[config.mk]
export PLATFORM = sky130hd
export DESIGN_NAME = escape_sequence_utf8_decoder
export DESIGN_NICKNAME = d
export VERILOG_FILES = /design/src/hdl/esc_utf8_pkg.sv /design/src/hdl/escape_sequence_utf8_decoder.sv
export SDC_FILE = /design/constraint.sdc
export NUM_CORES = 1
export LEC_CHECK = 0
export ABC_AREA = 1
export BUFFER_PORTS_ARGS = -buffer_cell sky130_fd_sc_hd__buf_2
export CAP_MARGIN = 20
export CORE_ASPECT_RATIO = 1.4
export CORE_MARGIN = 2
export CORE_UTILIZATION = 38
export CTS_CLUSTER_SIZE = 30
export DETAILED_ROUTE_END_ITERATION = 8
export GPL_TIMING_DRIVEN = 0
export PLACE_DENSITY = 0.58
export REMOVE_ABC_BUFFERS = 1
export SLEW_MARGIN = 10
export SYNTH_ARGS = -nofsm -noshare
export SYNTH_HDL_FRONTEND = slang
export SYNTH_SLANG_ARGS = --single-unit
[constraint.sdc]
create_clock -name aclk -period 14.2 [get_ports aclk]
set_input_delay 2.84 -clock aclk [delete_from_list [all_inputs] [get_ports aclk]]
set_output_delay 2.84 -clock aclk [all_outputs]
set_load 0.01 [all_outputs]
[src/hdl/esc_utf8_pkg.sv]
package esc_utf8_pkg;

    localparam int MAX_RES = 6;
    localparam int UTF8_MAX = 5;
    localparam int CP_W = 24;

    localparam logic [7:0] CH_DOLLAR = 8'h24;
    localparam logic [7:0] CH_BSLASH = 8'h5C;
    localparam logic [7:0] CH_LBRACE = 8'h7B;
    localparam logic [7:0] CH_RBRACE = 8'h7D;
    localparam logic [7:0] CH_U      = 8'h75;
    localparam logic [7:0] CH_N      = 8'h6E;
    localparam logic [7:0] CH_T      = 8'h74;
    localparam logic [7:0] CH_R      = 8'h72;
    localparam logic [7:0] CH_LF     = 8'h0A;
    localparam logic [7:0] CH_TAB    = 8'h09;
    localparam logic [7:0] CH_CR     = 8'h0D;

    localparam logic [7:0] LEAD2     = 8'hC0;
    localparam logic [7:0] LEAD3     = 8'hE0;
    localparam logic [7:0] LEAD4     = 8'hF0;
    localparam logic [7:0] LEAD5     = 8'hF8;
    localparam logic [7:0] CONT      = 8'h80;
    localparam logic [CP_W-1:0] LIM1 = 24'h00007F;
    localparam logic [CP_W-1:0] LIM2 = 24'h0007FF;
    localparam logic [CP_W-1:0] LIM3 = 24'h00FFFF;
    localparam logic [CP_W-1:0] LIM4 = 24'h1FFFFF;

    typedef enum logic [4:0] {
        M_PLAIN     = 5'd1,
        M_DOLLAR    = 5'd2,
        M_BSLASH    = 5'd3,
        M_REF_FIRST = 5'd4,
        M_U_FIRST   = 5'd5,
        M_REF_NAME  = 5'd6,
        M_U_DIG1    = 5'd7,
        M_U_DIG2    = 5'd8,
        M_U_DIG3    = 5'd9,
        M_U_DIG4    = 5'd10,
        M_U_DIG5    = 5'd11,
        M_UB_FIRST  = 5'd12,
        M_UB_DIG1   = 5'd13,
        M_UB_DIG2   = 5'd14,
        M_UB_DIG3   = 5'd15,
        M_UB_DIG4   = 5'd16,
        M_UB_DIG5   = 5'd17,
        M_UB_DIG6   = 5'd18,
        M_HOLD      = 5'd19
    } mode_t;

    typedef enum logic [2:0] {
        K_LIT     = 3'd0,
        K_REF     = 3'd1,
        K_REF_END = 3'd2,
        K_ERR     = 3'd3,
        K_END     = 3'd4
    } kind_t;

    typedef enum logic [3:0] {
        E_NONE       = 4'd0,
        E_REF_OPEN   = 4'd1,
        E_REF_EMPTY  = 4'd2,
        E_U_OPEN     = 4'd3,
        E_U_BAD      = 4'd4,
        E_UB_OPEN    = 4'd5,
        E_UB_EMPTY   = 4'd6,
        E_BAD_HEX    = 4'd7,
        E_TOO_MANY   = 4'd8
    } err_t;

    typedef struct packed {
        logic [7:0] data;
        kind_t      kind;
        err_t       err;
    } res_t;

    typedef struct packed {
        logic [2:0]                len;
        logic [UTF8_MAX-1:0][7:0]  b;
    } utf8_t;

    // bit 4 flags a hex digit, bits 3:0 its value
    function automatic logic [4:0] hex_decode(input logic [7:0] ch);
        logic [7:0] d;
        d = 8'h00;
        if (ch inside {[8'h30:8'h39]}) begin
            d = ch - 8'h30;
            return {1'b1, d[3:0]};
        end else if (ch inside {[8'h61:8'h66]}) begin
            d = ch - 8'h57;
            return {1'b1, d[3:0]};
        end else if (ch inside {[8'h41:8'h46]}) begin
            d = ch - 8'h37;
            return {1'b1, d[3:0]};
        end
        return 5'b0_0000;
    endfunction

    function automatic utf8_t utf8_encode(input logic [CP_W-1:0] cp);
        utf8_t u;
        u.len = 3'd0;
        u.b   = '0;
        if (cp <= LIM1) begin
            u.len  = 3'd1;
            u.b[0] = cp[7:0];
        end else if (cp <= LIM2) begin
            u.len  = 3'd2;
            u.b[0] = LEAD2 | {3'b000, cp[10:6]};
            u.b[1] = CONT | {2'b00, cp[5:0]};
        end else if (cp <= LIM3) begin
            u.len  = 3'd3;
            u.b[0] = LEAD3 | {4'h0, cp[15:12]};
            u.b[1] = CONT | {2'b00, cp[11:6]};
            u.b[2] = CONT | {2'b00, cp[5:0]};
        end else if (cp <= LIM4) begin
            u.len  = 3'd4;
            u.b[0] = LEAD4 | {5'b00000, cp[20:18]};
            u.b[1] = CONT | {2'b00, cp[17:12]};
            u.b[2] = CONT | {2'b00, cp[11:6]};
            u.b[3] = CONT | {2'b00, cp[5:0]};
        end else begin
            u.len  = 3'd5;
            u.b[0] = LEAD5;
            u.b[1] = CONT | {2'b00, cp[23:18]};
            u.b[2] = CONT | {2'b00, cp[17:12]};
            u.b[3] = CONT | {2'b00, cp[11:6]};
            u.b[4] = CONT | {2'b00, cp[5:0]};
        end
        return u;
    endfunction

endpackage

[src/hdl/escape_sequence_utf8_decoder.sv]
// the first result of an input transaction is offered in the cycle after it is accepted
// throughput: one input transaction per cycle while each gives at most one result and m_tready is high;
//   a transaction with k results holds the output until all k are taken (k up to 5, a utf-8 burst)
// the result buffer drains one entry a cycle while m_tready is high and takes the next transaction on its last beat
// reset: aresetn low at a rising edge empties the buffer, returns to plain text, clears code point
module escape_sequence_utf8_decoder
    import esc_utf8_pkg::*;
(
    input  logic        aclk,
    input  logic        aresetn,
    // input stream
    input  logic        s_tvalid,
    output logic        s_tready,
    input  logic [7:0]  s_tdata,   // [7:0] value_byte
    input  logic        s_tlast,   // is_end
    // result stream
    output logic        m_tvalid,
    input  logic        m_tready,
    output logic [15:0] m_tdata,   // [7:0] out_byte, [11:8] error_code, [15:12] zero
    output logic [2:0]  m_tuser,   // [2:0] kind
    output logic        m_tlast    // last_of_item
);

    // parser state
    mode_t              mode_reg, mode_next;
    logic [CP_W-1:0]    cp_reg, cp_next;

    // result buffer, loaded whole on accept, read out one entry per beat
    res_t               buf_reg [MAX_RES];
    logic [2:0]         cnt_reg;
    logic [2:0]         rd_reg;

    // decode of the incoming byte
    logic [7:0]         in_ch;
    logic               in_end;
    logic [4:0]         hex_dec;
    logic               hex_ok;
    logic [3:0]         hex_nib;
    logic [CP_W-1:0]    cp_shift;

    // utf-8 flush of a pending code point, always the first results of a transaction
    logic               utf_en;
    logic [CP_W-1:0]    utf_cp;
    utf8_t              utf;

    res_t               res [MAX_RES];
    logic [2:0]         res_cnt;
    logic               do_plain;
    logic               do_finish;

    logic               s_accept;
    logic               m_accept;
    logic               m_last_beat;

    assign in_ch    = s_tdata;
    assign in_end   = s_tlast || (s_tdata == 8'h00);
    assign hex_dec  = hex_decode(in_ch);
    assign hex_ok   = hex_dec[4] && !in_end;
    assign hex_nib  = hex_dec[3:0];
    assign cp_shift = {cp_reg[CP_W-5:0], hex_nib};

    // handshakes
    assign m_tvalid    = (rd_reg != cnt_reg);
    assign m_last_beat = (rd_reg == (cnt_reg - 3'd1));
    assign m_accept    = m_tvalid && m_tready;
    assign s_tready    = !m_tvalid || (m_tready && m_last_beat);
    assign s_accept    = s_tvalid && s_tready;

    assign m_tdata = {4'h0, buf_reg[rd_reg[2:0]].err, buf_reg[rd_reg[2:0]].data};
    assign m_tuser = buf_reg[rd_reg[2:0]].kind;
    assign m_tlast = m_last_beat;

    // which code point, if any, gets encoded ahead of the other results
    always_comb begin
        utf_en = 1'b0;
        utf_cp = cp_reg;
        case (mode_reg)
            M_U_DIG1, M_U_DIG2, M_U_DIG3, M_U_DIG4: begin
                utf_en = !hex_ok;
            end
            M_U_DIG5: begin
                utf_en = 1'b1;
                utf_cp = hex_ok ? cp_shift : cp_reg;
            end
            M_UB_DIG1, M_UB_DIG2, M_UB_DIG3, M_UB_DIG4, M_UB_DIG5, M_UB_DIG6: begin
                utf_en = !in_end && (in_ch == CH_RBRACE);
            end
            default: begin
                utf_en = 1'b0;
            end
        endcase
    end

    assign utf = utf8_encode(utf_cp);

    // next state and the list of results for this transaction
    always_comb begin
        mode_next = mode_reg;
        cp_next   = cp_reg;
        do_plain  = 1'b0;
        do_finish = 1'b0;
        res_cnt   = 3'd0;
        for (int i = 0; i < MAX_RES; i++) begin
            res[i] = '{data: 8'h00, kind: K_LIT, err: E_NONE};
        end

        if (utf_en) begin
            for (int i = 0; i < UTF8_MAX; i++) begin
                res[i].data = utf.b[i];
            end
            res_cnt = utf.len;
        end

        case (mode_reg)
            M_PLAIN: begin
                do_finish = in_end;
                do_plain  = !in_end;
            end
            M_DOLLAR: begin
                if (!in_end && in_ch == CH_LBRACE) begin
                    mode_next = M_REF_FIRST;
                end else begin
                    res[res_cnt] = '{data: CH_DOLLAR, kind: K_LIT, err: E_NONE};
                    res_cnt      = res_cnt + 3'd1;
                    mode_next    = M_PLAIN;
                    do_finish    = in_end;
                    do_plain     = !in_end;
                end
            end
            M_BSLASH: begin
                if (in_end) begin
                    res[res_cnt] = '{data: CH_BSLASH, kind: K_LIT, err: E_NONE};
                    res_cnt      = res_cnt + 3'd1;
                    do_finish    = 1'b1;
                end else if (in_ch == CH_U) begin
                    cp_next   = '0;
                    mode_next = M_U_FIRST;
                end else begin
                    res[res_cnt].data = (in_ch == CH_N) ? CH_LF :
                                        (in_ch == CH_T) ? CH_TAB :
                                        (in_ch == CH_R) ? CH_CR : in_ch;
                    res_cnt   = res_cnt + 3'd1;
                    mode_next = M_PLAIN;
                end
            end
            M_REF_FIRST: begin
                if (in_end) begin
                    res[res_cnt] = '{data: 8'h00, kind: K_ERR, err: E_REF_OPEN};
                    res_cnt      = res_cnt + 3'd1;
                    mode_next    = M_HOLD;
                    cp_next      = '0;
                    do_finish    = 1'b1;
                end else if (in_ch == CH_RBRACE) begin
                    res[res_cnt] = '{data: 8'h00, kind: K_ERR, err: E_REF_EMPTY};
                    res_cnt      = res_cnt + 3'd1;
                    mode_next    = M_HOLD;
                    cp_next      = '0;
                end else begin
                    res[res_cnt] = '{data: in_ch, kind: K_REF, err: E_NONE};
                    res_cnt      = res_cnt + 3'd1;
                    mode_next    = M_REF_NAME;
                end
            end
            M_REF_NAME: begin
                if (in_end) begin
                    res[res_cnt] = '{data: 8'h00, kind: K_ERR, err: E_REF_OPEN};
                    res_cnt      = res_cnt + 3'd1;
                    mode_next    = M_HOLD;
                    cp_next      = '0;
                    do_finish    = 1'b1;
                end else if (in_ch == CH_RBRACE) begin
                    res[res_cnt] = '{data: 8'h00, kind: K_REF_END, err: E_NONE};
                    res_cnt      = res_cnt + 3'd1;
                    mode_next    = M_PLAIN;
                end else begin
                    res[res_cnt] = '{data: in_ch, kind: K_REF, err: E_NONE};
                    res_cnt      = res_cnt + 3'd1;
                end
            end
            M_U_FIRST: begin
                if (in_end) begin
                    res[res_cnt] = '{data: 8'h00, kind: K_ERR, err: E_U_OPEN};
                    res_cnt      = res_cnt + 3'd1;
                    mode_next    = M_HOLD;
                    cp_next      = '0;
                    do_finish    = 1'b1;
                end else if (in_ch == CH_LBRACE) begin
                    mode_next = M_UB_FIRST;
                end else if (hex_ok) begin
                    cp_next   = {{(CP_W-4){1'b0}}, hex_nib};
                    mode_next = M_U_DIG1;
                end else begin
                    res[res_cnt] = '{data: 8'h00, kind: K_ERR, err: E_U_BAD};
                    res_cnt      = res_cnt + 3'd1;
                    mode_next    = M_HOLD;
                    cp_next      = '0;
                end
            end
            M_U_DIG1, M_U_DIG2, M_U_DIG3, M_U_DIG4: begin
                if (hex_ok) begin
                    cp_next   = cp_shift;
                    mode_next = mode_t'(mode_reg + 5'd1);
                end else begin
                    cp_next   = '0;
                    mode_next = M_PLAIN;
                    do_finish = in_end;
                    do_plain  = !in_end;
                end
            end
            M_U_DIG5: begin
                cp_next   = '0;
                mode_next = M_PLAIN;
                do_finish = !hex_ok && in_end;
                do_plain  = !hex_ok && !in_end;
            end
            M_UB_FIRST: begin
                if (in_end || in_ch == CH_RBRACE || !hex_ok) begin
                    res[res_cnt].kind = K_ERR;
                    res[res_cnt].err  = in_end ? E_UB_OPEN :
                                        (in_ch == CH_RBRACE) ? E_UB_EMPTY : E_BAD_HEX;
                    res_cnt   = res_cnt + 3'd1;
                    mode_next = M_HOLD;
                    cp_next   = '0;
                    do_finish = in_end;
                end else begin
                    cp_next   = {{(CP_W-4){1'b0}}, hex_nib};
                    mode_next = M_UB_DIG1;
                end
            end
            M_UB_DIG1, M_UB_DIG2, M_UB_DIG3, M_UB_DIG4, M_UB_DIG5, M_UB_DIG6: begin
                if (!in_end && in_ch == CH_RBRACE) begin
                    cp_next   = '0;
                    mode_next = M_PLAIN;
                end else if (hex_ok && mode_reg != M_UB_DIG6) begin
                    cp_next   = cp_shift;
                    mode_next = mode_t'(mode_reg + 5'd1);
                end else begin
                    res[res_cnt].kind = K_ERR;
                    res[res_cnt].err  = in_end ? E_UB_OPEN :
                                        hex_ok ? E_TOO_MANY : E_BAD_HEX;
                    res_cnt   = res_cnt + 3'd1;
                    mode_next = M_HOLD;
                    cp_next   = '0;
                    do_finish = in_end;
                end
            end
            M_HOLD: begin
                do_finish = in_end;
            end
            default: begin
                // stray code: behave as plain text
                mode_next = M_PLAIN;
                cp_next   = '0;
                do_finish = in_end;
                do_plain  = !in_end;
            end
        endcase

        // plain text handling of the byte, after any flush
        if (do_plain) begin
            if (in_ch == CH_DOLLAR) begin
                mode_next = M_DOLLAR;
            end else if (in_ch == CH_BSLASH) begin
                mode_next = M_BSLASH;
            end else begin
                res[res_cnt] = '{data: in_ch, kind: K_LIT, err: E_NONE};
                res_cnt      = res_cnt + 3'd1;
            end
        end

        // end of value closes the transaction
        if (do_finish) begin
            res[res_cnt] = '{data: 8'h00, kind: K_END, err: E_NONE};
            res_cnt      = res_cnt + 3'd1;
            mode_next    = M_PLAIN;
            cp_next      = '0;
        end
    end

    // control and parser state
    always_ff @(posedge aclk) begin
        if (!aresetn) begin
            mode_reg <= M_PLAIN;
            cp_reg   <= '0;
            cnt_reg  <= 3'd0;
            rd_reg   <= 3'd0;
        end else if (s_accept) begin
            mode_reg <= mode_next;
            cp_reg   <= cp_next;
            cnt_reg  <= res_cnt;
            rd_reg   <= 3'd0;
        end else if (m_accept) begin
            rd_reg   <= rd_reg + 3'd1;
        end
    end

    // result payload, no reset needed
    always_ff @(posedge aclk) begin
        if (s_accept) begin
            for (int i = 0; i < MAX_RES; i++) begin
                buf_reg[i] <= res[i];
            end
        end
    end

    // read pointer never runs past the fill count
    assert property (@(posedge aclk) disable iff (!aresetn)
        (rd_reg <= cnt_reg) && (cnt_reg <= 3'(MAX_RES)))
        else $error("result buffer pointer out of range");

    // a new transaction only enters as the previous one's last result leaves
    assert property (@(posedge aclk) disable iff (!aresetn)
        (s_accept && m_tvalid) |-> (m_tready && m_tlast))
        else $error("input accepted over pending results");

    // end of value always returns to plain text with a cleared code point
    assert property (@(posedge aclk) disable iff (!aresetn)
        (s_accept && in_end) |=> (mode_reg == M_PLAIN && cp_reg == '0 && m_tvalid))
        else $error("end of value did not flush the parser");

    // after an error, bytes up to the end give nothing
    assert property (@(posedge aclk) disable iff (!aresetn)
        (s_accept && mode_reg == M_HOLD && !in_end) |=> (cnt_reg == 3'd0 && mode_reg == M_HOLD))
        else $error("output produced while holding after an error");

endmodule

After elaboration in Yosys (flattened, before gate mapping)
Memory sizes are Yosys's and may differ from the RTL's. A register that Yosys moved wholly into a read port is not among the register bits.
Cells that the tools add are included.
- add/sub/neg operators: 9
- magnitude comparators: 16
- equal/unequal tests: 36
- muxes and demuxes: 135
- bitwise operators: 23
- reductions and logical operators: 32
- operator list (kind ; count):
    90-bit 2-to-1 mux ; 17
    90-bit one-hot mux with 7 select lines ; 1
    90-bit bitwise mux ; 6
    24-bit 2-to-1 mux ; 15
    15-bit demux with 3-bit select ; 6
    72-bit bitwise AND ; 3
    72-bit inverter ; 3
    24-bit one-hot mux with 8 select lines ; 1
    84-bit bitwise AND ; 2
    84-bit inverter ; 2
    66-bit bitwise AND ; 2
    66-bit inverter ; 2
    32-bit 2-to-1 mux ; 4
    5-bit 2-to-1 mux ; 20
    8-bit 2-to-1 mux ; 10
    78-bit bitwise AND ; 1
    78-bit inverter ; 1
    3-bit 2-to-1 mux ; 21
    15-bit 2-to-1 mux ; 4
    8-bit by 7-bit equality test with 1-bit output (second input constant) ; 7
    5-bit one-hot mux with 9 select lines ; 1
    5-bit by 4-bit equality test with 1-bit output (second input constant) ; 8
    16-bit 2-to-1 mux ; 2
    30-bit 2-to-1 mux ; 1
    other kinds (49) ; 111
- register bits after elaboration: 35
- memory bits (writable): 90
- memories kept: 1
- memory list (memory ; depth ; bits a word ; read ports ; clocked after memory_dff ; wr ports ; line ; RTL):
    buf_reg ; 6 ; 15 ; 1 ; 1 ; 6 ; escape_sequence_utf8_decoder.sv:29 ; res_t buf_reg [MAX_RES];

Depth between registers and ports, before layout
Gate-level depths: netlist of run 1.
- depth in word-level cells: 32
- depth in mapped cells: 37

Worst setup path before layout of run 1
OpenSTA, ideal clock, no wires.
- path type: input to register
- start point: in s_tdata[0]
- end point: mem buf_reg[1][4] in the netlist's numbering (data pin)
- arrival: 6.611 ns
- path slack: 7.334 ns
- cell stages on the path: 32
- path buffers: 2
- cells stage by stage: inv_1 -> ha_1 -> nor2_1 -> nand2_1 -> nand3_4 -> nand2_2 -> nand3_2 -> buf_6 -> buf_6 -> nand2_1 -> o21ai_1 -> nand2_1 -> nor2_2 -> nand2_1 -> nor2_2 -> inv_2 -> nand2_2 -> nand2_4 -> nand2_4 -> inv_1 -> ha_1 -> o21ai_0 -> inv_1 -> nand2_2 -> nand2_4 -> ha_1 -> or2_2 -> nand2_1 -> clkinv_2 -> nor2_1 -> nand2_2 -> and3_1
- RTL lines (what ; line ; RTL):
    from (decl) ; escape_sequence_utf8_decoder.sv:14 ; input logic [7:0] s_tdata,
    to (decl) ; escape_sequence_utf8_decoder.sv:29 ;

==> impl_metrics.json, run 1 <==
{
  "status": "complete, no violations",
  "arrival_ps": 9530,
  "root_buffer": "clkbuf_16",
  "netlist_area_um2": 9420,
  "via_per_inst": 5.66,
  "cp_max_fo": 33,
  "synth_seq_area_share_pct": 36.8,
  "cts_buffer_depth": 2,
  "finalCritPeriodShare_pct": 65.8,
  "synthMuxAreaShare_pct": 0.213,
  "fp.dieH_um": 190,
  "leakagePower_nw": 4.32,
  "antenna_left": 0,
  "clock_skew_ps": 10.7,
  "power_density_nw_per_um2": 101,
  "post-dp-hpwl_um": 25800,
  "syn_area_per_cell_um2": 7.19,
  "critPathBufInv": 7,
  "hold_viol": 0,
  "clock_latency_ps": 440,
  "rsz0062_at_grt": "no",
  "critPathRequiredTime_ps": 14390,
  "finalPower_mw": 1.05,
  "syn_to_final_growth_pct": 10.5,
  "cts_resized": 0,
  "synthAdderAreaFrac_pct": 1.86,
  "portBuffers": 30,
  "grt_pass1_vias": 8861,
  "yosys.area.top_type": "edfxtp_1",
  "antenna_found_initial": 0,
  "synth_compound_area_share_pct": 20.3,
  "synth.area.top_cells": "edfxtp_1, nand2_1, dfxtp_1",
  "fillers": 2588,
  "syn-instance-count": 1309,
  "synthFlopType": "edfxtp_1",
  "tritoncts": "built",
  "path_common_cell": "nand2_1",
  "critPathCaptureType": "flip-flop",
  "synth-edff-count": 90,
  "wl_per_cell_um": 20.6,
  "hp-class": "flip-flop to flip-flop",
  "ir_worst_vdd_uv": 82.1,
  "routed-via-count": 9298,
  "fin_crit_ps": 9340,
  "fin_nets": 1341,
  "worst_slew_pin_slew_ps": 973,
  "rows": 68,
  "ioPinCount": 35,
  "drt_wl_total_um": 33900,
  "synth_top_family_by_area": "simple AND/OR/NAND/NOR gates",
  "yosysTopAreaCellShare_pct": 28.7,
  "final_area_um2": 10400,
  "synth_cell_types": 61,
  "crit_family": "simple AND/OR/NAND/NOR gates",
  "grt_use_total_pct": 26.8,
  "critPathLaunchType": "input pin",
  "first_iter_violations": 875,
  "cpPeakStageDelay_ps": 710,
  "grt_first_pass_wirelength_um": 52300,
  "synthXorXnorAreaFrac_pct": 0.930,
  "initial_core_util_pct": 38.4,
  "crit_type": "input pin to flip-flop",
  "synth_common_cells": "nand2_1, nor2_1, inv_1",
  "async_reset_ff_share_pct": 0,
  "h-tree-depth": 4,
  "coreArea_um2": 24500,
  "overflow": 0,
  "drv_slew": 0,
  "yosys_warnings": 0,
  "die_area_um2": 26100,
  "grt_max_degree": 71,
  "numCtsBuffers": 17,
  "dr.pass1.iters": 8,
  "setup_tns_ps": 0,
  "fmax_mhz": 107,
  "synth.most_common_cell": "nand2_1",
  "synth-simple-area-share_pct": 30.1,
  "dieWidth_um": 137,
  "slew_headroom_pct": 34.4,
  "largest_reg_flops": 90,
  "place.gp.congestion": 1.05,
  "antennaDiodeCount": 0,
  "cts.sinks": 128,
  "ctsHoldBuffers": 0,
  "cts.clk_slew.worst_paths_ps": 60,
  "drcViolationCount": 0,
  "placed_cell_area_um2": 9780,
  "critPathSlowestCell": "nand3_2",
  "setup_viol": 0,
  "post_cts_buffers": 0,
  "synth_seq_cells": 128,
  "drive_gt1_share_pct": 12.7,
  "cap_violations": 0
}
-- path summary, 6_finish.rpt --
path                                   from        endpoint  slack [ps]  cells past startpoint
worst max register to register  mode_reg[0]  buf_reg[0][10]        7610                     27
worst min register to register   cp_reg[21]      cp_reg[21]         460                      2
worst max-delay path             s_tdata[0]  buf_reg[0][10]        4860                     30
worst min-delay path             cp_reg[21]      cp_reg[21]         460                      2
-- metrics by stage --
stage          hold slack (ps)  worst slack [ps]  utilization (%)  instances
2_1_floorplan              445              6420                -       1260
3_3_place_gp               455              4450             39.5       1605
3_5_place_dp               456              4530             39.9       1609
4_1_cts                    466              4970             42.3       1641
5_1_grt                    487              4360             42.5       1642
6_report                   465              4860             42.5       1642
-- layout by cell type (no fill, tap or decap), types with 24 or more instances in the layout --
| cell type | count |
|---|---|
| nand2_1 | 283 |
| inv_1 | 132 |
| inv_2 | 25 |
| a21oi_1 | 76 |
| nor2_1 | 155 |
| o21ai_1 | 24 |
| o22ai_1 | 42 |
| nor3_1 | 24 |
| o21ai_0 | 95 |
| nand3_1 | 68 |
| edfxtp_1 | 90 |
| dfxtp_1 | 37 |
| buf_2 | 30 |
-- worst register-to-register path, cell delays in order, from the launching register on --
cell and delay, ps:
dfxtp_1 450, ha_1 270, inv_1 120, nor3_4 560, nand3_2 600, o21ai_1 530
nand2_1 110, nor2_2 160, nand2_1 120, nor2_2 530, inv_2 270, nand2_2 160
nand2_4 90, nand2_4 80, inv_1 50, ha_1 300, o21ai_0 180, inv_1 70
nand2_2 90, nand2_4 110, ha_1 280, or2_2 290, nand2_1 110, clkinv_2 110
nor2_1 180, nand2_1 220, inv_2 230, nor2_1 80
-- layer usage --
layer | part of all wire (%) | up-vias | routed length (µm) | track usage, %
li1 | - | 4483 | - | -
met1 | 41 | 4384 | 14000 | 32.9
met2 | 49 | 342 | 16600 | 45.5
met3 | 4.7 | 89 | 1610 | 3.62
met4 | 4.9 | 0 | 1660 | 13.2
met5 | 0 | - | 0 | 0
-- power breakdown --
part           leakage (nW)  switching (mW)  internal [mW]
combinational          2.82          0.0977         0.0423
sequential             1.20          0.0110          0.449
clock                 0.294           0.186          0.264
-- area by class of cell --
| class | instances | area (µm²) | share of cell area, % |
|---|---|---|---|
| multi-input combinational | 969 | 5070 | 48.8 |
| sequential | 128 | 3460 | 33.3 |
| inverter | 163 | 621 | 5.97 |
| clock buffer | 17 | 425 | 4.09 |
| tap | 315 | 394 | 3.79 |
| timing repair buffer | 35 | 251 | 2.42 |
| clock inverter | 15 | 175 | 1.68 |
-- kinds of logic after synthesis --
family | count (synthesis)
buf+inv | 220
mux | 2
other cells | 1
flops | 128
xor+xnor | 10
compound gates | 316
simple gates | 618
fa+ha+maj | 14
(Power assumes the default switching activity.)
==> inputs of run 2 (changes only) <==
- PLACE_DENSITY: 0.58 -> 0.6
- clock period: 14.2 -> 7.9 ns (I/O delays scaled with it)
==> run 2 against run 1 <==
Non-clock buffer count unchanged. Utilization about the same. Critical endpoint is now buf_reg[0][9]. Flip-flop and latch count unchanged. Largest cell class unchanged. Setup slack worse by 4500 ps.
==> impl_metrics.json, run 2 (synthesis gave the netlist of run 1 again) <==
{
  "finalPower_mw": 1.87,
  "critPathCaptureType": "flip-flop",
  "finalCritPeriodShare_pct": 95.6,
  "fp.dieH_um": 190,
  "critPathLaunchType": "input pin",
  "leakagePower_nw": 4.29,
  "layout_setup_ws_ps": 347,
  "first_iter_violations": 719,
  "critPathBufInv": 8,
  "p_seq_share_pct": 44.3,
  "cap_violations": 0,
  "post-place-ws_ps": -710,
  "arrival_ps": 7730,
  "via_per_inst": 5.67,
  "status": "complete, no violations",
  "power_density_nw_per_um2": 180,
  "post-dp-hpwl_um": 26500,
  "crit_family": "simple AND/OR/NAND/NOR gates",
  "dieWidth_um": 137,
  "cts.clk_slew.worst_paths_ps": 50,
  "tritoncts": "built",
  "setup_viol": 0,
  "critPathSlowestCell": "inv_2",
  "rows": 68,
  "portBuffers": 30,
  "whs_ps": 463,
  "hp-class": "flip-flop to flip-flop",
  "swShare_pct": 26.4,
  "dr.pass1.iters": 5,
  "place.gp.congestion": 1.03,
  "cts_buffer_depth": 2,
  "cp_max_fo": 21,
  "crit_type": "input pin to flip-flop",
  "clock_latency_ps": 440,
  "drcViolationCount": 0,
  "r2r_setup_slack_ps": 1630,
  "root_buffer": "clkbuf_16",
  "coreArea_um2": 24500,
  "fin_nets": 1342,
  "grt_pass1_vias": 8794,
  "layout_commonest_cell": "nand2_1",
  "drt_wl_total_um": 34800,
  "p_int_mw": 1.37,
  "layout_common_cells": "nand2_1, nor2_1, inv_1, o21ai_0, edfxtp_1",
  "slew_headroom_pct": 34.3,
  "numCtsBuffers": 17,
  "worst_slew_pin_slew_ps": 985,
  "fin_crit_ps": 7550,
  "clkPwrFrac_pct": 42.1,
  "cts.sinks": 128,
  "ir_worst_vdd_uv": 150,
  "critPathRequiredTime_ps": 8080,
  "fmax_mhz": 132,
  "hold_viol": 0,
  "h-tree-depth": 4,
  "antenna_left": 0,
  "largest_reg_flops": 90,
  "rsz0062_at_grt": "no",
  "wl_per_cell_um": 21.2,
  "clock_skew_ps": 14.3,
  "grt_use_total_pct": 27.2,
  "grt_first_pass_wirelength_um": 52600,
  "p_sw_mw": 0.493,
  "initial_core_util_pct": 38.4,
  "grt_max_degree": 68,
  "syn_to_final_growth_pct": 10.4,
  "antenna_found_initial": 0,
  "die_area_um2": 26100,
  "antennaDiodeCount": 0,
  "overflow": 0,
  "drive_gt1_share_pct": 12.2,
  "post_cts_buffers": 0,
  "cpPeakStageDelay_ps": 480,
  "pwr-share-comb_pct": 13.6,
  "drv_slew": 0,
  "ioPinCount": 35,
  "routed-via-count": 9311
}
## run 2: cell count changes in the layout (fill, tap and decap cells not counted), moves of 2 or more
cell        before  now
clkbuf_1         0    3
clkinv_1         2    6
clkinv_4         2    0
clkinvlp_4       1    3
inv_6            6    1
nor2_4           7    9
## run 2: cell type report
| class | instances | area [µm²] |
|---|---|---|
| Sequential cell | 128 | 3460 |
| Tap cell | 315 | 394 |
| Clock inverter | 12 | 141 |
| Fill cell | 2627 | 14100 |
| Timing Repair Buffer | 35 | 239 |
| Inverter | 163 | 621 |
| Multi-Input combinational cell | 970 | 5100 |
| Clock buffer | 20 | 437 |
## run 2: layer usage
layer  vias to the layer above  track usage, %  share of wire, %  wire length [µm]
met4                         0            15.2               5.6              1940
li1                       4483               -                 -                 -
met3                        93            3.91               4.8              1680
met2                       305            45.8                49             17000
met1                      4430            32.8                41             14200
met5                         -               0                 0                 0
## run 2: power groups by stage
stage          combinational, mW  clock [mW]  sequential [mW]
3_5_place_dp               0.254           0            0.840
3_3_place_gp               0.232           0            0.858
2_1_floorplan              0.155           0            0.846
5_1_grt                    0.281       0.823            0.833
4_1_cts                    0.256       0.797            0.827
6_report                   0.254       0.786            0.827
## run 2: stage by stage
| step | TNS (ps) | instances | cell area (µm²) | utilization, % |
|---|---|---|---|---|
| floorplan | 0 | 1260 | 9150 | - |
| detailed placement | -29980 | 1609 | 9780 | 39.9 |
| global placement | -31660 | 1605 | 9690 | 39.5 |
| finish | 0 | 1643 | 10400 | 42.4 |
| CTS | 0 | 1642 | 10400 | 42.3 |
| global route | 0 | 1643 | 10400 | 42.4 |
## run 2: worst min-delay path: stages (launching register included)
cell	delay, ps
dfxtp_1	300
nand2_1	60
a21oi_1	50
## run 2: final timing paths
| path | from | endpoint | cells past startpoint |
|---|---|---|---|
| worst max-delay path | s_tdata[0] | buf_reg[0][9] | 28 |
| worst min-delay path | cp_reg[21] | cp_reg[21] | 2 |
| worst max register to register | mode_reg[0] | buf_reg[0][9] | 27 |
| worst min register to register | cp_reg[21] | cp_reg[21] | 2 |
## run 2: repair_timing
| item | in CTS | in global routing |
|---|---|---|
| hold buffers | 0 | 0 |
| gates resized for setup | 1 | 2 |
| gates cloned | 1 | 0 |
| pin swaps | 1 | 0 |
| endpoints found under the setup margin | 37 | 28 |
